## config.mk

```make
export PLATFORM = sky130hd
export DESIGN_NAME = one_wire_bus_master_unit
export DESIGN_NICKNAME = d
export VERILOG_FILES = /design/src/hw/rtl/owbm_pkg.sv /design/src/hw/rtl/owbm_cfg.sv /design/src/hw/rtl/owbm_core.sv /design/src/hw/rtl/one_wire_bus_master_unit.sv
export SDC_FILE = /design/constraint.sdc
export NUM_CORES = 1
export LEC_CHECK = 0
export ABC_CLOCK_PERIOD_IN_PS = 6850
export BUFFER_PORTS_ARGS = -buffer_cell sky130_fd_sc_hd__buf_4
export CAP_MARGIN = 5
export CORE_UTILIZATION = 43
export DETAILED_ROUTE_END_ITERATION = 8
export GPL_ROUTABILITY_DRIVEN = 0
export PLACE_DENSITY = 0.61
export SETUP_SLACK_MARGIN = 0.3
export SYNTH_ARGS = -nofsm -noshare
export SYNTH_HDL_FRONTEND = slang
export SYNTH_HIERARCHICAL = 1
export SYNTH_SLANG_ARGS = --single-unit
```

## constraint.sdc

```tcl
create_clock -name i_clk -period 6.85 [get_ports i_clk]
set_input_delay 1.0275 -clock i_clk [delete_from_list [all_inputs] [get_ports i_clk]]
set_output_delay 1.0275 -clock i_clk [all_outputs]
set_load 0.03 [all_outputs]
```

## src/hw/rtl/owbm_pkg.sv

```systemverilog
// Shared types and constants for the one-wire bus master.
// Holds command codes, register indexes, phase encoding and the config struct.
// No dependencies.
package owbm_pkg;

    localparam int COUNT_BITS_DEF = 10;
    localparam int CFG_IDX_W      = 3;
    localparam int CFG_DATA_W     = 10;
    localparam int LIM_W          = 10;

    typedef enum logic [1:0] {
        FUNC_NONE  = 2'd0,
        FUNC_RESET = 2'd1,
        FUNC_WRITE = 2'd2,
        FUNC_READ  = 2'd3
    } t_func;

    typedef enum logic [CFG_IDX_W-1:0] {
        REG_RESET_LOW   = 3'd0,
        REG_PRES_TMO    = 3'd1,
        REG_SHORT_PULSE = 3'd2,
        REG_LONG_PULSE  = 3'd3,
        REG_SAMPLE_DLY  = 3'd4
    } t_reg_idx;

    localparam logic [9:0] RESET_LOW_DEF   = 10'd480;
    localparam logic [9:0] PRES_TMO_DEF    = 10'd500;
    localparam logic [3:0] SHORT_PULSE_DEF = 4'd2;
    localparam logic [6:0] LONG_PULSE_DEF  = 7'd60;
    localparam logic [5:0] SAMPLE_DLY_DEF  = 6'd7;

    typedef struct packed {
        logic [9:0] reset_low_ticks;
        logic [9:0] presence_timeout;
        logic [3:0] short_pulse_ticks;
        logic [6:0] long_pulse_ticks;
        logic [5:0] sample_delay_ticks;
    } t_cfg;

    typedef enum logic [8:0] {
        PH_IDLE      = 9'b000000001,
        PH_RST_LOW   = 9'b000000010,
        PH_WAIT_LOW  = 9'b000000100,
        PH_WAIT_HIGH = 9'b000001000,
        PH_WR_LOW    = 9'b000010000,
        PH_WR_REL    = 9'b000100000,
        PH_RD_LOW    = 9'b001000000,
        PH_RD_WAIT   = 9'b010000000,
        PH_RD_REST   = 9'b100000000
    } t_phase;

    typedef struct packed {
        logic       drive_low;
        logic       busy_res;
        logic       done_res;
        logic       no_device;
        logic [7:0] rx_byte;
    } t_result;

endpackage

```

## src/hw/rtl/owbm_cfg.sv

```systemverilog
// Configuration register file for the one-wire bus master.
// Depends on owbm_pkg for register indexes, reset values and the t_cfg struct.
module owbm_cfg (
    input  logic                             i_clk,
    input  logic                             i_rst_n,
    input  logic                             i_wr_en,
    input  logic [owbm_pkg::CFG_IDX_W-1:0]   i_wr_index,
    input  logic [owbm_pkg::CFG_DATA_W-1:0]  i_wr_data,
    output owbm_pkg::t_cfg                   o_cfg
);

    owbm_pkg::t_cfg r_cfg;
    owbm_pkg::t_cfg n_cfg;

    always_comb begin
        n_cfg = r_cfg;
        if (i_wr_en) begin
            case (owbm_pkg::t_reg_idx'(i_wr_index))
                owbm_pkg::REG_RESET_LOW:   n_cfg.reset_low_ticks    = i_wr_data[9:0];
                owbm_pkg::REG_PRES_TMO:    n_cfg.presence_timeout   = i_wr_data[9:0];
                owbm_pkg::REG_SHORT_PULSE: n_cfg.short_pulse_ticks  = i_wr_data[3:0];
                owbm_pkg::REG_LONG_PULSE:  n_cfg.long_pulse_ticks   = i_wr_data[6:0];
                owbm_pkg::REG_SAMPLE_DLY:  n_cfg.sample_delay_ticks = i_wr_data[5:0];
                default: n_cfg = r_cfg;
            endcase
        end
    end

    always_ff @(posedge i_clk) begin
        if (!i_rst_n) begin
            r_cfg.reset_low_ticks    <= owbm_pkg::RESET_LOW_DEF;
            r_cfg.presence_timeout   <= owbm_pkg::PRES_TMO_DEF;
            r_cfg.short_pulse_ticks  <= owbm_pkg::SHORT_PULSE_DEF;
            r_cfg.long_pulse_ticks   <= owbm_pkg::LONG_PULSE_DEF;
            r_cfg.sample_delay_ticks <= owbm_pkg::SAMPLE_DLY_DEF;
        end else begin
            r_cfg <= n_cfg;
        end
    end

    assign o_cfg = r_cfg;

endmodule

```

## src/hw/rtl/owbm_core.sv

```systemverilog
// Bus sequencing state and per-tick step logic of the one-wire bus master.
// Depends on owbm_pkg for the phase encoding, command codes and structs.
module owbm_core #(
    parameter int COUNT_BITS = owbm_pkg::COUNT_BITS_DEF
) (
    input  logic               i_clk,
    input  logic               i_rst_n,
    input  logic               i_step,
    input  logic [1:0]         i_func,
    input  logic [7:0]         i_tx_byte,
    input  logic               i_line_level,
    input  owbm_pkg::t_cfg     i_cfg,
    output owbm_pkg::t_result  o_res
);

    localparam int CMP_W = (COUNT_BITS > owbm_pkg::LIM_W) ? COUNT_BITS : owbm_pkg::LIM_W;
    localparam logic [COUNT_BITS-1:0] CNT_MAX = {COUNT_BITS{1'b1}};

    owbm_pkg::t_phase         r_phase, n_phase, ph;
    logic [COUNT_BITS-1:0]    r_tick, n_tick, tc, tc_inc;
    logic [2:0]               r_bit_idx, n_bit_idx, bi;
    logic [7:0]               r_shift, n_shift, sb;
    logic [7:0]               r_rx, n_rx;
    logic [owbm_pkg::LIM_W-1:0] lim;
    logic                     cur_bit;
    logic                     reached;
    logic                     drive;
    logic                     done;
    logic                     nodev;

    always_comb begin
        ph = r_phase;
        tc = r_tick;
        bi = r_bit_idx;
        sb = r_shift;
        if (r_phase == owbm_pkg::PH_IDLE && owbm_pkg::t_func'(i_func) != owbm_pkg::FUNC_NONE) begin
            bi = 3'd0;
            tc = '0;
            case (owbm_pkg::t_func'(i_func))
                owbm_pkg::FUNC_RESET: begin
                    ph = owbm_pkg::PH_RST_LOW;
                    sb = 8'd0;
                end
                owbm_pkg::FUNC_WRITE: begin
                    ph = owbm_pkg::PH_WR_LOW;
                    sb = i_tx_byte;
                end
                default: begin
                    ph = owbm_pkg::PH_RD_LOW;
                    sb = 8'd0;
                end
            endcase
        end

        drive   = (ph == owbm_pkg::PH_RST_LOW) || (ph == owbm_pkg::PH_WR_LOW) ||
                  (ph == owbm_pkg::PH_RD_LOW);
        cur_bit = sb[bi];

        case (ph)
            owbm_pkg::PH_RST_LOW:   lim = i_cfg.reset_low_ticks;
            owbm_pkg::PH_WAIT_LOW,
            owbm_pkg::PH_WAIT_HIGH: lim = i_cfg.presence_timeout;
            owbm_pkg::PH_WR_LOW:    lim = cur_bit ? 10'(i_cfg.short_pulse_ticks)
                                                  : 10'(i_cfg.long_pulse_ticks);
            owbm_pkg::PH_WR_REL:    lim = cur_bit ? 10'(i_cfg.long_pulse_ticks)
                                                  : 10'(i_cfg.short_pulse_ticks);
            owbm_pkg::PH_RD_LOW:    lim = 10'(i_cfg.short_pulse_ticks);
            owbm_pkg::PH_RD_WAIT:   lim = 10'(i_cfg.sample_delay_ticks);
            owbm_pkg::PH_RD_REST:   lim = 10'(i_cfg.long_pulse_ticks);
            default:                lim = '0;
        endcase

        tc_inc  = (tc == CNT_MAX) ? tc : tc + 1'b1;
        reached = (tc_inc == CNT_MAX) || (CMP_W'(tc_inc) >= CMP_W'(lim));

        n_phase   = ph;
        n_tick    = tc;
        n_bit_idx = bi;
        n_shift   = sb;
        n_rx      = r_rx;
        done      = 1'b0;
        nodev     = 1'b0;

        case (ph)
            owbm_pkg::PH_IDLE: begin
                n_phase = owbm_pkg::PH_IDLE;
            end
            owbm_pkg::PH_RST_LOW: begin
                n_tick = tc_inc;
                if (reached) begin
                    n_phase = owbm_pkg::PH_WAIT_LOW;
                    n_tick  = '0;
                end
            end
            owbm_pkg::PH_WAIT_LOW: begin
                if (!i_line_level) begin
                    n_phase = owbm_pkg::PH_WAIT_HIGH;
                    n_tick  = '0;
                end else begin
                    n_tick = tc_inc;
                    if (reached) begin
                        done  = 1'b1;
                        nodev = 1'b1;
                    end
                end
            end
            owbm_pkg::PH_WAIT_HIGH: begin
                if (i_line_level) begin
                    done = 1'b1;
                end else begin
                    n_tick = tc_inc;
                    if (reached) begin
                        done  = 1'b1;
                        nodev = 1'b1;
                    end
                end
            end
            owbm_pkg::PH_WR_LOW: begin
                n_tick = tc_inc;
                if (reached) begin
                    n_phase = owbm_pkg::PH_WR_REL;
                    n_tick  = '0;
                end
            end
            owbm_pkg::PH_WR_REL: begin
                n_tick = tc_inc;
                if (reached) begin
                    if (bi == 3'd7) begin
                        done = 1'b1;
                    end else begin
                        n_bit_idx = bi + 3'd1;
                        n_phase   = owbm_pkg::PH_WR_LOW;
                        n_tick    = '0;
                    end
                end
            end
            owbm_pkg::PH_RD_LOW: begin
                n_tick = tc_inc;
                if (reached) begin
                    n_phase = owbm_pkg::PH_RD_WAIT;
                    n_tick  = '0;
                end
            end
            owbm_pkg::PH_RD_WAIT: begin
                n_tick = tc_inc;
                if (reached) begin
                    n_shift     = sb;
                    n_shift[bi] = sb[bi] | i_line_level;
                    n_phase     = owbm_pkg::PH_RD_REST;
                    n_tick      = '0;
                end
            end
            owbm_pkg::PH_RD_REST: begin
                n_tick = tc_inc;
                if (reached) begin
                    if (bi == 3'd7) begin
                        n_rx = sb;
                        done = 1'b1;
                    end else begin
                        n_bit_idx = bi + 3'd1;
                        n_phase   = owbm_pkg::PH_RD_LOW;
                        n_tick    = '0;
                    end
                end
            end
            default: begin
                n_phase = owbm_pkg::PH_IDLE;
            end
        endcase

        if (done) begin
            n_phase   = owbm_pkg::PH_IDLE;
            n_tick    = '0;
            n_bit_idx = 3'd0;
        end

        o_res.drive_low = drive;
        o_res.busy_res  = (n_phase != owbm_pkg::PH_IDLE);
        o_res.done_res  = done;
        o_res.no_device = nodev;
        o_res.rx_byte   = n_rx;
    end

    always_ff @(posedge i_clk) begin
        if (!i_rst_n) begin
            r_phase   <= owbm_pkg::PH_IDLE;
            r_tick    <= '0;
            r_bit_idx <= 3'd0;
            r_shift   <= 8'd0;
            r_rx      <= 8'd0;
        end else if (i_step) begin
            r_phase   <= n_phase;
            r_tick    <= n_tick;
            r_bit_idx <= n_bit_idx;
            r_shift   <= n_shift;
            r_rx      <= n_rx;
        end
    end

endmodule

```

## src/hw/rtl/one_wire_bus_master_unit.sv

```systemverilog
// Top level of the one-wire bus master: input register, step core, result register.
// Depends on owbm_pkg, owbm_cfg and owbm_core.
//
//  Channel  Direction  Handshake                 Payload
//  in       sink       i_in_valid / o_in_ready   i_func, i_tx_byte, i_line_level
//  out      source     o_out_valid / i_out_ready o_drive_low, o_busy_res, o_done_res,
//                                                o_no_device, o_rx_byte
//  cfg      sink       i_cfg_valid / o_cfg_ready i_cfg_index, i_cfg_data
//
// Each tick transaction passes through the input register and then the result register,
// and one transaction is taken every cycle while the output side does not stall.
// The step core updates its sequencing state when a tick moves into the result register.
// A stall on the output side holds both registers; the input side stalls only when both
// are full. Reset is synchronous and active low and clears all control state.
module one_wire_bus_master_unit #(
    parameter int COUNT_BITS = owbm_pkg::COUNT_BITS_DEF
) (
    input  logic                            i_clk,
    input  logic                            i_rst_n,
    input  logic                            i_in_valid,
    output logic                            o_in_ready,
    input  logic [1:0]                      i_func,
    input  logic [7:0]                      i_tx_byte,
    input  logic                            i_line_level,
    output logic                            o_out_valid,
    input  logic                            i_out_ready,
    output logic                            o_drive_low,
    output logic                            o_busy_res,
    output logic                            o_done_res,
    output logic                            o_no_device,
    output logic [7:0]                      o_rx_byte,
    input  logic                            i_cfg_valid,
    output logic                            o_cfg_ready,
    input  logic [owbm_pkg::CFG_IDX_W-1:0]  i_cfg_index,
    input  logic [owbm_pkg::CFG_DATA_W-1:0] i_cfg_data
);

    logic               r_in_valid;
    logic [1:0]         r_func;
    logic [7:0]         r_tx_byte;
    logic               r_line_level;
    logic               r_out_valid;
    owbm_pkg::t_result  r_res;
    owbm_pkg::t_result  step_res;
    owbm_pkg::t_cfg     cfg;
    logic               advance;

    assign advance     = r_in_valid && (!r_out_valid || i_out_ready);
    assign o_in_ready  = !r_in_valid || advance;
    assign o_cfg_ready = 1'b1;

    owbm_cfg u_cfg (
        .i_clk      (i_clk),
        .i_rst_n    (i_rst_n),
        .i_wr_en    (i_cfg_valid),
        .i_wr_index (i_cfg_index),
        .i_wr_data  (i_cfg_data),
        .o_cfg      (cfg)
    );

    owbm_core #(
        .COUNT_BITS (COUNT_BITS)
    ) u_core (
        .i_clk        (i_clk),
        .i_rst_n      (i_rst_n),
        .i_step       (advance),
        .i_func       (r_func),
        .i_tx_byte    (r_tx_byte),
        .i_line_level (r_line_level),
        .i_cfg        (cfg),
        .o_res        (step_res)
    );

    always_ff @(posedge i_clk) begin
        if (!i_rst_n) begin
            r_in_valid  <= 1'b0;
            r_out_valid <= 1'b0;
        end else begin
            if (o_in_ready) begin
                r_in_valid <= i_in_valid;
            end
            if (advance) begin
                r_out_valid <= 1'b1;
            end else if (i_out_ready) begin
                r_out_valid <= 1'b0;
            end
        end
    end

    always_ff @(posedge i_clk) begin
        if (o_in_ready && i_in_valid) begin
            r_func       <= i_func;
            r_tx_byte    <= i_tx_byte;
            r_line_level <= i_line_level;
        end
        if (advance) begin
            r_res <= step_res;
        end
    end

    assign o_out_valid = r_out_valid;
    assign o_drive_low = r_res.drive_low;
    assign o_busy_res  = r_res.busy_res;
    assign o_done_res  = r_res.done_res;
    assign o_no_device = r_res.no_device;
    assign o_rx_byte   = r_res.rx_byte;

    a_nodev_with_done: assert property (@(posedge i_clk) disable iff (!i_rst_n)
        (o_out_valid && o_no_device) |-> o_done_res)
        else $error("Missing-device flag raised without command completion.");

    a_done_not_busy: assert property (@(posedge i_clk) disable iff (!i_rst_n)
        (o_out_valid && o_done_res) |-> (!o_busy_res && !o_drive_low))
        else $error("Completion tick shows busy or a driven line.");

    a_reset_clears_out: assert property (@(posedge i_clk)
        !i_rst_n |=> !o_out_valid)
        else $error("Result valid after reset.");

    a_stall_holds_result: assert property (@(posedge i_clk) disable iff (!i_rst_n)
        (o_out_valid && !i_out_ready) |=> (o_out_valid && $stable(r_res)))
        else $error("Stalled result changed inside the block.");

endmodule

```

==> results of run 1 <==
[power groups by stage]
stage / Clock [mW] / Combinational (mW) / Sequential (mW)
2_1_floorplan: 0 / 0.147 / 0.646
3_3_place_gp: 0 / 0.210 / 0.641
3_5_place_dp: 0 / 0.214 / 0.641
4_1_cts: 0.529 / 0.215 / 0.628
5_1_grt: 0.557 / 0.236 / 0.630
6_report: 0.519 / 0.217 / 0.628
[worst register-to-register path: cells and delay by family (launching register included)]
kind / cells / cell delay, ns
AO/OA/AOI/OAI: 9 / 2.58
AND/OR/NAND/NOR: 3 / 1.22
multiplexers: 2 / 0.91
adder cells (fa/ha/maj): 2 / 0.54
flip-flops: 1 / 0.35
buffers and inverters: 1 / 0.07
[sequential cells by signal (all words and copies together), names as in the netlist]
register / count
u_core/r_bit_idx: 3
u_core/r_rx: 8
u_core/r_shift: 8
o_drive_low: 1
o_no_device: 1
r_in_valid: 1
o_done_res: 1
r_line_level: 1
o_out_valid: 1
u_core/r_phase: 9
u_core/r_tick: 10
r_func: 2
r_tx_byte: 8
o_rx_byte: 8
u_cfg/o_cfg: 37
o_busy_res: 1
[area by class of cell]
cell class	count	area [sq um]
clock inverter	7	72.6
inverter	16	60.1
fill	1190	6370
sequential	100	2230
tap	172	215
clock buffer	9	225
timing repair buffer	50	375
multi-input combinational	446	3120
[repair_timing]
item,4_1_cts,5_1_grt
resized for setup,0,2
endpoints found under the setup margin,0,28
buffers inserted,0,0
hold buffers,0,0
[logic make-up (layout without fill, tap and decap cells)]
family | after synthesis | after routing | share of synthesized area
compound gates | 128 | 128 | 0.170
xor+xnor | 3 | 3 | 0.00470
fa+ha+maj | 15 | 15 | 0.0336
buf+inv | 58 | 82 | 0.0454
flops | 100 | 100 | 0.399
mux | 63 | 63 | 0.117
other cells | 1 | 1 | 0.000671
simple gates | 236 | 236 | 0.229
[cell usage in the layout, fill, tap and decap left out, types with 11 or more instances in the layout]
| master | n |
|---|---|
| o21ai_0 | 16 |
| inv_1 | 16 |
| a21oi_1 | 23 |
| nor3_1 | 11 |
| dfxtp_1 | 77 |
| nand3_1 | 22 |
| mux2i_1 | 52 |
| nor2b_1 | 30 |
| a22oi_1 | 12 |
| edfxtp_1 | 23 |
| buf_4 | 50 |
| ha_1 | 15 |
| nand2_1 | 73 |
| nor2_1 | 32 |
[metal layers]
| layer | GRT usage | vias up |
|---|---|---|
| met2 | 0.356 | 121 |
| met5 | 0 | - |
| li1 | - | 2283 |
| met3 | 0.0408 | 25 |
| met1 | 0.289 | 2190 |
| met4 | 0.0991 | 0 |
[through the flow]
step	cells	total power, mW	instance area (sq um)	utilization	hold WS [ns]
6_report	800	1.36	6300	0.497	0.463
5_1_grt	800	1.42	6300	0.497	0.488
4_1_cts	800	1.37	6290	0.497	0.464
3_5_place_dp	784	0.856	6000	0.473	0.450
3_3_place_gp	784	0.851	6000	0.473	0.442
2_1_floorplan	604	0.793	5590	-	0.434
[final timing paths]
check | startpoint | to | cells after the start
worst max-delay path | r_func[0] | o_rx_byte[6] | 17
worst min-delay path | u_cfg/o_cfg[27] | u_cfg/o_cfg[27] | 2
worst max register to register | r_func[0] | o_rx_byte[6] | 17
worst min register to register | u_cfg/o_cfg[27] | u_cfg/o_cfg[27] | 2
==> qor.txt, run 1 <==
Outcome - complete, no violations
Max VDD drop - 139 uV
CP bufs+invs - 1
Nets@finish - 667
CP Capture Type - register
Antenna violations before repair - 0
CORE AREA - 12700 sq um
Post-synth EDFFs - 23
Min cycle time layout - 5.88 ns
Chip Width - 116 um
Seq pwr share - 0.460
I/O pin cnt - 44
Sw Pwr - 382 uW
Setup WS pre-CTS - 0.763 ns
Power share of the combinational group - 0.159
First-pass GRT wire length - 22700 um
Root Buffer - clkbuf_16
Met3 wire length - 549 um
Leakage - 2.50 nW
Peak Freq - 170 MHz
Period utilization - 0.859
DR WL/cell - 17.1 um
Remaining DRCs - 0
Setup Skew - 0.00775 ns
Setup CP Type - register to register
CP max stage delay - 0.63 ns
Tot GR Track Use - 0.221
FF-to-FF setup slack - 0.97 ns
Antenna Cells - 0
Slew Limit Headroom - 0.251
Layout cells sized above 1 - 0.154
Syn. warnings - 6
Final setup margin - 0.965 ns
Synth top area share - 0.276
Clock Path Buffers - 2
PortBufs - 42
Hold Crit Class - register to register
Top-count cell post-synth - dfxtp_1
Starting density of the core - 0.441
Yosys top cell by area - dfxtp_1
Setup TNS - 0 ns
CTS H-Tree Depth - 3
TritonRoute pass-1 iters - 5
Worst-Margin Slew - 1.11 ns
Sequential fraction of the synthesis area - 0.399
WP data required - 6.96 ns
Top cells by area, synth - dfxtp_1 28%, edfxtp_1 12%, mux2i_1 9.3%
Mapped Avg Cell Area - 9.26 sq um
Vias/cell - 5.77
Largest net degree at the start of global routing - 64
Crit-path slowest cell - or4b_1
Most frequent cells after synthesis - 77 x dfxtp_1, 73 x nand2_1, 52 x mux2i_1, 32 x nor2_1, 31 x nor2b_1
Mapped Nets - 648
Final HPWL DP - 9850 um
Std cell rows - 41
Ys async rst share - 0
RSZ-0062 raised after global routing - false
Grt ovf - 0
Routed wire length - 13700 um
Die Y-Extent - 116 um
Kind of cell adding the most delay to the critical path - compound AO/OA/AOI/OAI gates
Max-Cap Viols - 0
Worst-path clk slew - 0.07 ns
Main synth FF type - dfxtp_1
Top routing layer in use - met4
Final setup fails - 0
Clk Latency, worst-skew pair - 0.36 ns
DR vias - 4619
#FFs+latches synth - 100
Max Slew Vio Count - 0
CP Cell Sequence - inv_1 > ha_1 > or4b_1 > o31ai_1 > o21ai_0 > mux4_2 > o32ai_1 > a21oi_2 > a221o_1 > ha_1 > nand2b_1 > a211oi_1 > o211ai_1 > a221oi_1 > o21ai_2 > nand2_1 > mux2_2
Clk network pwr share - 0.381
Pint - 981 uW
TritonCTS clock tree - done
Synthesized cell area - 5590 sq um
Count of cell types in the netlist - 76
Power density cells - 216 nW/um^2
Clk sinks - 100
Hold Vio Cnt, Final - 0
Mapped Cells - 604
Die ar. - 13500 sq um
Vias in the first global route - 4463
Final ANT Viol Nets - 0
Fraction of power spent switching nets - 0.280
CP max FO - 23
DR WL met2 - 6500 um
Iteration-0 DRC Markers - 294
Met1 WL - 6340 um
CP Launch Type - register
Synth-to-layout area growth - 12.7%
Number of CTS-inserted buffers - 9
Cell repeated most along the worst path - ha_1
Crit path arrival time - 6.00 ns
Power figures use the tool's default switching activity.
==> run 2: changes to the inputs <==
--- a/config.mk
+++ b/config.mk
@@ -8,10 +8,11 @@
 export ABC_CLOCK_PERIOD_IN_PS = 6850
 export BUFFER_PORTS_ARGS = -buffer_cell sky130_fd_sc_hd__buf_4
 export CAP_MARGIN = 5
-export CORE_UTILIZATION = 43
+export CORE_UTILIZATION = 45
 export DETAILED_ROUTE_END_ITERATION = 8
 export GPL_ROUTABILITY_DRIVEN = 0
-export PLACE_DENSITY = 0.61
+export GPL_TIMING_DRIVEN = 0
+export PLACE_DENSITY = 0.64
 export SETUP_SLACK_MARGIN = 0.3
 export SYNTH_ARGS = -nofsm -noshare
 export SYNTH_HDL_FRONTEND = slang
==> constraint.sdc (replaced) <==
create_clock -name i_clk -period 6.85 [get_ports i_clk]
set_input_delay 1.0275 -clock i_clk [delete_from_list [all_inputs] [get_ports i_clk]]
set_output_delay 1.0275 -clock i_clk [all_outputs]
set_load 0.1 [all_outputs]
==> run 2 against run 1 <==
Net effect: clock power down 2%; routed wire length up 7.3%; total power up 2.6%; worst setup slack worse by 0.22 ns; clock skew about the same; critical path depth up 7; clock-buffer cell count up 3; critical path type unchanged; critical endpoint is now o_no_device; highest routed layer unchanged.
==> qor.txt, run 2 (synthesis results as in run 1) <==
Peak Freq - 164 MHz
Antenna violations before repair - 0
Placed Area - 6120 sq um
TritonRoute pass-1 iters - 6
Nets@finish - 701
CTS H-Tree Depth - 3
Period utilization - 0.891
Min cycle time layout - 6.10 ns
Number of CTS-inserted buffers - 9
CP Launch Type - register
First-pass GRT wire length - 23600 um
Worst-path clk slew - 0.07 ns
I/O pin cnt - 44
Antenna Cells - 0
DR vias - 4882
Largest net degree at the start of global routing - 18
PortBufs - 42
Max FFs per register - 37
Most frequent cells in the layout - 77 x dfxtp_1, 72 x nand2_1, 52 x mux2i_1
Power density cells - 216 nW/um^2
Final ANT Viol Nets - 0
Hold Vio Cnt, Final - 0
Setup WS pre-CTS - 0.204 ns
Final setup fails - 0
CP Capture Type - register
Routed wire length - 14700 um
CORE AREA - 12100 sq um
Clock Path Buffers - 2
Most common cell after layout, fill and taps aside - dfxtp_1
DR WL/cell - 17.7 um
Tot GR Track Use - 0.237
Remaining DRCs - 0
Setup Skew - 0.00778 ns
Grt ovf - 0
Setup CP Type - register to register
Max VDD drop - 151 uV
FF+latch area - 2230 sq um
CTS Hold Bufs - 0
Max-Cap Viols - 0
TritonCTS clock tree - done
Synth-to-layout area growth - 15.6%
Clk sinks - 100
RSZ-0062 raised after global routing - false
Final setup margin - 0.746 ns
Outcome - complete, no violations
Chip Width - 113 um
Fillers - 1151
Multi-input logic area - 3150 sq um
Final HPWL DP - 10500 um
Post-route cell area - 6460 sq um
Hold Crit Class - register to register
Die Y-Extent - 113 um
Layout cells sized above 1 - 0.159
WP data required - 6.97 ns
Iteration-0 DRC Markers - 429
Die ar. - 12900 sq um
CP max FO - 10
Setup TNS - 0 ns
Crit path arrival time - 6.23 ns
Starting density of the core - 0.463
Slew Limit Headroom - 0.243
Vias/cell - 5.88
Vias in the first global route - 4627
Hold_ws - 0.463 ns
Max Slew Vio Count - 0
Clk Latency, worst-skew pair - 0.36 ns
Leakage - 2.57 nW
Root Buffer - clkbuf_16
Std cell rows - 40
Worst-Margin Slew - 1.14 ns
## run 2: changes by cell type in the layout (fill, tap and decap cells not counted), moves of 2 or more
cell	before	now
inv_6	3	1
buf_6	0	2
buf_4	50	46
buf_2	0	5
clkbuf_1	0	30
## run 2: power breakdown
part / internal [mW] / switching (mW)
registers: 0.619 / 0.00906
logic: 0.0845 / 0.177
clock network: 0.280 / 0.230
total: 0.984 / 0.416
## run 2: stage by stage
step	std cells	power, mW	util
finish	830	1.40	0.536
CTS	830	1.40	0.532
detailed placement	814	0.894	0.507
global placement	814	0.890	0.507
global route	830	1.45	0.536
floorplan	604	0.814	-
## run 2: final timing paths
kind,endpoint,slack (ns),startpoint,cells after the start
max,o_no_device,0.75,r_func[1],24
min,u_cfg/o_cfg[12],0.46,u_cfg/o_cfg[12],2
max reg2reg,o_no_device,0.75,r_func[1],24
min reg2reg,u_cfg/o_cfg[12],0.46,u_cfg/o_cfg[12],2
## run 2: per-layer routing
metal,track usage,wire (um)
met1,0.308,6610
met5,0,0
met3,0.0377,746
met4,0.0921,309
met2,0.395,7060
## run 2: area by class of cell
| cell class | instances | share of cell area |
|---|---|---|
| Buffer | 42 | 0.0302 |
| Inverter | 16 | 0.00929 |
| Clock buffer | 12 | 0.0414 |
| Timing Repair Buffer | 42 | 0.0488 |
| Tap cell | 168 | 0.0325 |
| Clock inverter | 4 | 0.00445 |
| Sequential cell | 100 | 0.345 |
| Multi-Input combinational cell | 446 | 0.488 |
## run 2: timing repair
action | 4_1_cts | 5_1_grt
endpoints found under the setup margin | 10 | 42
buffers inserted | 0 | 0
gates resized for setup | 1 | 10
## run 2: worst max-delay path: stages, from the launching register on
cell      delay, ns
edfxtp_1       0.36
inv_1          0.07
ha_1           0.24
nor4b_2        0.37
nand3_2        0.29
clkbuf_1       0.34
clkbuf_2       0.29
and2_1         0.21
ha_1           0.19
clkbuf_1       0.20
and3_1         0.23
clkbuf_1       0.20
and4_1         0.23
a211oi_1       0.31
nor2_1         0.13
ha_1           0.35
and3_1         0.19
a22oi_1        0.20
o211ai_1       0.11
a221oi_1       0.31
o21ai_2        0.20
buf_2          0.24
buf_1          0.27
nor2b_1        0.22
buf_4          0.12
==> run 3: changes to the inputs <==
--- a/config.mk
+++ b/config.mk
@@ -13,7 +13,9 @@
 export GPL_ROUTABILITY_DRIVEN = 0
 export GPL_TIMING_DRIVEN = 0
 export PLACE_DENSITY = 0.64
+export RECOVER_POWER = 50
 export SETUP_SLACK_MARGIN = 0.3
+export SLEW_MARGIN = 30
 export SYNTH_ARGS = -nofsm -noshare
 export SYNTH_HDL_FRONTEND = slang
 export SYNTH_HIERARCHICAL = 1
==> run 3 against run 2 <==
Net effect: via count is 0.23% lower; utilization decreased by 0.68 points; clock-buffer cell count fell by 2; cell count rose by 0.12%; non-clock buffer count increased by 1; register-to-register slack got worse by 0.03 ns; critical endpoint is now o_rx_byte[6].
==> qor.txt, run 3 (synthesis results as in run 1) <==
Outcome - complete, no violations
Setup Skew - 0.00581 ns
Routed wire length - 14600 um
Most frequent cells in the layout - 77 x dfxtp_1, 72 x nand2_1, 52 x mux2i_1
Setup WS pre-CTS - 0.154 ns
Iteration-0 DRC Markers - 477
I/O pin cnt - 44
Die Y-Extent - 113 um
FF+latch area - 2230 sq um
CTS H-Tree Depth - 3
Fillers - 1135
Placed cell count - 815
Hold Crit Class - register to register
Antenna violations before repair - 0
Grt ovf - 0
PortBufs - 42
Pint - 955 uW
Setup TNS - 0 ns
Root Buffer - clkbuf_16
Largest net degree at the start of global routing - 17
Power density cells - 214 nW/um^2
Leakage - 2.51 nW
Peak Freq - 163 MHz
Layout cells sized above 1 - 0.133
DR WL/cell - 17.5 um
Clk sinks - 100
Starting density of the core - 0.463
Die ar. - 12900 sq um
Kind of cell adding the most delay to the critical path - compound AO/OA/AOI/OAI gates
Final setup margin - 0.720 ns
Slew Limit Headroom - 0.223
Nets@finish - 702
TritonRoute pass-1 iters - 5
WP data required - 6.95 ns
RSZ-0062 raised after global routing - false
Final setup fails - 0
Period utilization - 0.895
Final ANT Viol Nets - 0
Max-Cap Viols - 0
Vias in the first global route - 4594
Std cell rows - 40
Worst-Margin Slew - 1.17 ns
Tot GR Track Use - 0.235
Vias/cell - 5.86
CP max FO - 10
Power share of the combinational group - 0.188
Worst-path clk slew - 0.07 ns
Remaining DRCs - 0
Max FFs per register - 37
CORE AREA - 12100 sq um
Number of CTS-inserted buffers - 9
CP max stage delay - 0.57 ns
Clk network pwr share - 0.353
CTS Hold Bufs - 0
Clock Path Buffers - 2
Synth-to-layout area growth - 14.1%
Crit-path slowest cell - a21oi_1
DR vias - 4871
Crit path arrival time - 6.23 ns
First-pass GRT wire length - 23400 um
Max Slew Vio Count - 0
Max VDD drop - 146 uV
Seq pwr share - 0.459
TritonCTS clock tree - done
Clk Latency, worst-skew pair - 0.35 ns
FF-to-FF setup slack - 0.72 ns
CP Cell Sequence - inv_1 > ha_1 > or4b_1 > buf_2 > o31ai_1 > o21ai_0 > mux4_2 > o32ai_1 > nor2_1 > a21oi_1 > a222oi_1 > ha_1 > and3_1 > a22oi_1 > o211ai_1 > a221oi_1 > o21ai_2 > buf_2 > nand2_2 > mux2_2
Chip Width - 113 um
Hold Vio Cnt, Final - 0
CP Launch Type - register
Power Total - 1.37 mW
Multi-input logic area - 3140 sq um
Antenna Cells - 0
CP Capture Type - register
Final Instance Count excl. Fillers - 831
Min cycle time layout - 6.13 ns
Final HPWL DP - 10500 um
Fraction of power spent switching nets - 0.302
Most common cell after layout, fill and taps aside - dfxtp_1
Sw Pwr - 413 uW
CP bufs+invs - 3
Setup CP Type - register to register
run 3: cell count changes in the layout (fill, tap and decap cells not counted), sizes merged:
cell | before | now
buf | 54 | 28
clkbuf | 42 | 67
clkinv | 2 | 6
inv | 18 | 16
run 3: through the flow:
step / cell area [sq um] / util / hold WS [ns]
2_1_floorplan: 5590 / - / 0.434
3_3_place_gp: 6120 / 0.507 / 0.442
3_5_place_dp: 6130 / 0.509 / 0.452
4_1_cts: 6430 / 0.533 / 0.462
5_1_grt: 6380 / 0.529 / 0.478
6_report: 6380 / 0.529 / 0.464
run 3: layer usage:
metal / part of all wire / track usage
met3: 0.056 / 0.0345
met5: 0 / 0
met1: 0.45 / 0.306
met4: 0.021 / 0.0930
met2: 0.47 / 0.394
run 3: power by group through the flow:
stage / combinational [mW] / clock [mW] / sequential (mW)
2_1_floorplan: 0.149 / 0 / 0.665
3_3_place_gp: 0.249 / 0 / 0.641
3_5_place_dp: 0.253 / 0 / 0.641
4_1_cts: 0.255 / 0.494 / 0.628
5_1_grt: 0.277 / 0.519 / 0.629
6_report: 0.257 / 0.483 / 0.628
run 3: area by class of cell:
type / instances / share of cell area
multi-input cells: 446 / 0.492
flip-flops and latches: 100 / 0.350
well taps: 168 / 0.0329
repair buffers: 43 / 0.0412
clock buffers: 10 / 0.0375
clock inverters: 6 / 0.00627
plain buffers: 42 / 0.0308
inverters: 16 / 0.00941
run 3: worst paths after layout:
check / depth (start not counted) / to / from
max: 20 / o_rx_byte[6] / r_func[0]
min: 2 / u_cfg/o_cfg[17] / u_cfg/o_cfg[17]
max reg2reg: 20 / o_rx_byte[6] / r_func[0]
min reg2reg: 2 / u_cfg/o_cfg[17] / u_cfg/o_cfg[17]
run 3: worst reg2reg max path: stages, from the launching register on:
cell	delay [ns]
edfxtp_1	0.35
inv_1	0.06
ha_1	0.26
or4b_1	0.47
buf_2	0.19
o31ai_1	0.25
o21ai_0	0.22
mux4_2	0.52
o32ai_1	0.38
nor2_1	0.11
a21oi_1	0.57
a222oi_1	0.28
ha_1	0.35
and3_1	0.17
a22oi_1	0.22
o211ai_1	0.12
a221oi_1	0.34
o21ai_2	0.19
buf_2	0.23
nand2_2	0.22
mux2_2	0.38
run 3: repair_timing:
item,4_1_cts,5_1_grt
gates resized for setup,3,9
endpoints found under the setup margin,19,35
buffers inserted,0,0
